**src/ezr_pkg.sv**
```systemverilog
package ezr_pkg;

  // input word
  typedef struct packed {
    logic [15:0]        roll_angle;
    logic [15:0]        pitch_angle;
    logic [15:0]        yaw_angle;
    logic signed [31:0] shift_x;
    logic signed [31:0] shift_y;
    logic signed [31:0] shift_z;
  } in_word_t;

  // result word, one per matrix row
  typedef struct packed {
    logic [1:0]         row_index;
    logic signed [15:0] col0;
    logic signed [15:0] col1;
    logic signed [15:0] col2;
    logic signed [31:0] shift_out;
    logic               last_row;
  } out_word_t;

  localparam int CORDIC_STEPS = 28;
  localparam int STEPS_PER_STAGE = 4;
  localparam int CORDIC_STAGES = CORDIC_STEPS / STEPS_PER_STAGE;
  localparam logic signed [33:0] CORDIC_X0 = 34'sd652032874;
  localparam logic signed [33:0] Q30_ONE = 34'sd1073741824;
  localparam logic [1:0] ROW_LAST = 2'd2;

  // cordic angle table, 2^-32 turn units
  function automatic logic signed [33:0] atan_turn(input int i);
    logic signed [33:0] r;
    case (i)
      0: r = 34'sd536870912;  1: r = 34'sd316933406;  2: r = 34'sd167458907;
      3: r = 34'sd85004756;   4: r = 34'sd42667331;   5: r = 34'sd21354465;
      6: r = 34'sd10679838;   7: r = 34'sd5340245;    8: r = 34'sd2670163;
      9: r = 34'sd1335087;    10: r = 34'sd667544;    11: r = 34'sd333772;
      12: r = 34'sd166886;    13: r = 34'sd83443;     14: r = 34'sd41722;
      15: r = 34'sd20861;     16: r = 34'sd10430;     17: r = 34'sd5215;
      18: r = 34'sd2608;      19: r = 34'sd1304;      20: r = 34'sd652;
      21: r = 34'sd326;       22: r = 34'sd163;       23: r = 34'sd81;
      24: r = 34'sd41;        25: r = 34'sd20;        26: r = 34'sd10;
      27: r = 34'sd5;
      default: r = '0;
    endcase
    return r;
  endfunction

  // round to nearest, ties away from zero, shift by 30
  function automatic logic signed [32:0] rnd30(input logic signed [67:0] v);
    logic [67:0] m;
    logic [67:0] q;
    m = v[67] ? 68'(-v) : v;
    q = (m + (68'd1 << 29)) >> 30;
    return v[67] ? 33'(-q) : 33'(q);
  endfunction

endpackage

```
**src/ezr_rows.sv**
```systemverilog
// serialises the matrix into three row words
module ezr_rows (
  input  logic                   clk,
  input  logic                   rst_n,
  input  logic                   in_valid,
  output logic                   in_stall,
  input  ezr_pkg::in_word_t      in_word,
  input  logic signed [9*16-1:0] ent_in,
  output logic                   out_valid,
  input  logic                   out_stall,
  output ezr_pkg::out_word_t     out_word
);
  import ezr_pkg::*;

  logic               busy_r, busy_nxt;
  logic [1:0]         row_r, row_nxt;
  logic signed [15:0] e_r [9];
  logic signed [31:0] t_r [3];
  logic               take;

  assign in_stall  = busy_r && !(row_r == ROW_LAST && !out_stall);
  assign take      = in_valid && !in_stall;
  assign out_valid = busy_r;

  always_comb begin
    busy_nxt = busy_r;
    row_nxt  = row_r;
    if (busy_r && !out_stall) begin
      if (row_r == ROW_LAST) busy_nxt = 1'b0;
      row_nxt = row_r + 2'd1;
    end
    if (take) begin
      busy_nxt = 1'b1;
      row_nxt  = '0;
    end
  end

  always_ff @(posedge clk) begin
    if (!rst_n) begin
      busy_r <= 1'b0;
      row_r  <= '0;
    end else begin
      busy_r <= busy_nxt;
      row_r  <= row_nxt;
    end
  end

  always_ff @(posedge clk) begin
    if (take) begin
      for (int k = 0; k < 9; k++) e_r[k] <= ent_in[k*16 +: 16];
      t_r[0] <= in_word.shift_x;
      t_r[1] <= in_word.shift_y;
      t_r[2] <= in_word.shift_z;
    end
  end

  // row select
  always_comb begin
    out_word.row_index = row_r;
    out_word.last_row  = (row_r == ROW_LAST);
    case (row_r)
      2'd0: begin
        out_word.col0 = e_r[0]; out_word.col1 = e_r[1]; out_word.col2 = e_r[2];
        out_word.shift_out = t_r[0];
      end
      2'd1: begin
        out_word.col0 = e_r[3]; out_word.col1 = e_r[4]; out_word.col2 = e_r[5];
        out_word.shift_out = t_r[1];
      end
      default: begin
        out_word.col0 = e_r[6]; out_word.col1 = e_r[7]; out_word.col2 = e_r[8];
        out_word.shift_out = t_r[2];
      end
    endcase
  end
endmodule

```
**config.mk**
```make
export PLATFORM = sky130hd
export DESIGN_NAME = ezr_rows
export DESIGN_NICKNAME = d
export VERILOG_FILES = /design/src/ezr_pkg.sv /design/src/ezr_rows.sv
export SDC_FILE = /design/constraint.sdc
export NUM_CORES = 1
export LEC_CHECK = 0
export ABC_AREA = 1
export BUFFER_PORTS_ARGS = -buffer_cell sky130_fd_sc_hd__buf_2
export CAP_MARGIN = 0
export CORE_AREA = 2 2 153 155
export CTS_CLUSTER_DIAMETER = 40
export CTS_CLUSTER_SIZE = 25
export DETAILED_ROUTE_END_ITERATION = 7
export DIE_AREA = 0 0 155 157
export PLACE_DENSITY = 0.75
export SETUP_SLACK_MARGIN = 0.5
export SLEW_MARGIN = 20
export SYNTH_ARGS = -nofsm -noshare
export SYNTH_HDL_FRONTEND = slang
export SYNTH_SLANG_ARGS = --single-unit
```
**constraint.sdc**
```tcl
create_clock -name clk -period 8.24 [get_ports clk]
set_input_delay 0 -clock clk [delete_from_list [all_inputs] [get_ports clk]]
set_output_delay 0 -clock clk [all_outputs]
set_load 0.02 [all_outputs]
```
==> results.md <==
- Outcome: complete, no violations
- Post-route setup TNS: 0 ns
- Worst slew pin tran: slightly below 1 ns
- Initial antenna violation count: 2
- Slowest cell on crit path: nor2_8
- Avg Cell Area, Syn: 14.5 sq um
- Syn Inst Count: 615
- 1st-iter DRT viols: around 500
- Core area: 22500 sq um
- Clock Skews: 0.0126 ns
- Clk root buf: clkbuf_16
- Starting Density: about two fifths
- Area of the die: 24300 sq um
- Slowest cell delay on critical path: roughly 0.56 ns
- Later-pin clock latency in the skew report: 0.53 ns
- Synthesized area: 8890 sq um
- Tmin final: about 3.1 ns
- Drt via density: 4.79
- Total setup buffers inserted after CTS: 0
- Critical path type: flop to output pin
- Fin. max-slew vios: 0
- RSZ-0062 raised after global routing: no
- DPL Wire Length: 13.8 mm
- CTS tree: built
- Post-Place Setup Slack: about 5.4 ns
- Fmax: 319 MHz
- DP Cell Count: 1207
- H-tree Lvls: 1
- Crit-path cells: inv_1, ha_4, nor2_8, buf_4, nand2_1, nand3_1, buf_2
- Vias in the first global route: a little under 8000
- Yosys warnings: 0
- Drt first pass iters: 5
- PwrDens: 220 nW/um^2
- Synth Net Count: 910
- Max cap viols: 0
- Row count: 55
- Routed wire per std cell: 17.8 microns
- Leak: approximately 5.9 nW
- Util after Layout: around 63%
- Pin count of the biggest net entering global routing: 98
- Worst Setup Start Kind: flop
- Crit-path max FO: 43
- Total number of vias: between 7000 and 8000
- Fin nets: 1494
- Clock sink count: ~240
- CTS buffer count: 30
- I/O pins: 377
- Tcrit/Tclk final: 38.0%
- Final wirelength: 27.0 mm
- Final setup fails: 0
- Final Hold Viols: 0
- RD Place Congestion: a little under 0.8
- Post-route ant nets: 0
- Worst EP required: ~8.2 ns
- Grt total ovfl: 0
- Critical path capture point type: output pin
- Non-Filler Instances: 1511
- Chip height: around 160 microns
- Relative slew slack: 34.6%
- Sequential share of the synthesized area: 81.7%
- Crit path max-delay family: buffers and inverters
- Synth cell types: 11
- Worst path arrival time: between 3 and 4 ns
- Bufs on Longest Clock Path: 3
- Worst VDD drop: 157 uV
- Final worst slack: 5.11 ns
- Bufs and invs on worst path: 3
- Tot GR Track Use: a little over a fifth
- Area Overhead vs Synth: 60.4%
- Clk slew on worst S/H paths: ~0.07 ns
- Chip Width: between 150 and 200 microns
- Power Total: 3.14 mW
- Seq cells post-synth: about 240
- PortBufs: 328
- Remaining DRCs: 0
- Min-Delay Path Class: input port to flop
- Layout cells sized above 1: 32.0%
- First-pass GRT wire length: between 40 and 50 mm
layout make-up:
cell class / count / area [sq um]
diodes: 3 / 7.51
clock buffers: 31 / 776
clock inverters: 25 / 249
fillers: 1510 / 8240
inverters: 7 / 33.8
multi-input cells: 339 / 1440
flip-flops and latches: 243 / 7270
well taps: 285 / 357
repair buffers: 578 / 4130
report_power, final:
part,internal [mW],total [mW],leakage (nW),switching (mW)
sequential,1.44,1.46,2.31,0.0213
clock,0.769,1.31,0.505,0.546
combinational,0.168,0.359,3.11,0.191
total,2.38,3.14,5.92,0.758
cells in the final DEF (no fill, tap or decap), drive strengths merged:
cell         Yosys  routed
edfxtp         240     240
clkinv           0      14
nor2             5       5
nand3           82      82
ha               3       3
diode            0       3
buf             26     333
nand2          249     249
inv              7      15
clkinvlp         0       1
dlygate4sd3      0     245
dfxtp            3       3
clkbuf           0      31
bufinv           0       2
stage by stage:
stage               hold slack (ns)  cell area (sq um)
floorplan                    0.0989               8890
global placement              0.176              10800
detailed placement            0.178              10800
CTS                           0.130              14300
global route                  0.156              14300
finish                        0.167              14300
timing repair:
action	4_1_cts	5_1_grt
hold buffers	245	0
gates resized for setup	0	0
hold endpoints to repair	243	0
worst register-to-register path, stage by stage, from the launching register on:
cell,delay [ns]
dfxtp_1,0.36
inv_1,0.17
ha_1,0.22
nand2_1,0.07
nand2_1,0.08
nand2_1,0.15
inv_8,0.52
buf_4,0.90
state kept, by name, summed over array words and instances (netlist names):
register	cells
e_r	144
out_valid	1
t_r	96
row_r	2
kinds of logic after synthesis:
group / after synthesis / share of synthesized area [%]
flops: 243 / 81.7
fa+ha+maj: 3 / 0.422
buf+inv: 33 / 2.34
simple gates: 336 / 15.5
synth_stat cells:
| cell type | n | share of area (%) |
|---|---|---|
| buf_2 | 16 | 0.90 |
| buf_4 | 3 | 0.25 |
| buf_6 | 7 | 0.89 |
| dfxtp_1 | 3 | 0.68 |
| edfxtp_1 | 240 | 81 |
| ha_1 | 3 | 0.42 |
| inv_1 | 7 | 0.30 |
| nand2_1 | 249 | 11 |
| nand3_1 | 82 | 4.6 |
| nor2_1 | 4 | 0.17 |
| nor2_8 | 1 | 0.23 |
layer usage:
layer  vias to the layer above  routed length [microns]  share of wire [%]  track usage (%)
met2                       395                    14100                 52             39.2
met1                      3417                     9690                 36             22.9
li1                       3346                        -                  -                -
met4                         0                     1080                4.0             10.7
met3                        81                     2120                7.9             5.07
met5                         -                        0                  0                0
final timing paths:
| path | startpoint | endpoint | slack, ns | depth (start not counted) |
|---|---|---|---|---|
| max | row_r[0] | out_word[43] | 5.11 | 7 |
| min | in_word[21] | t_r[0][85] | 0.17 | 2 |
| max reg2reg | row_r[0] | e_r[0][131] | 5.30 | 7 |
| min reg2reg | row_r[1] | row_r[1] | 0.61 | 4 |
No activity file was read; power rests on OpenSTA's default activity.
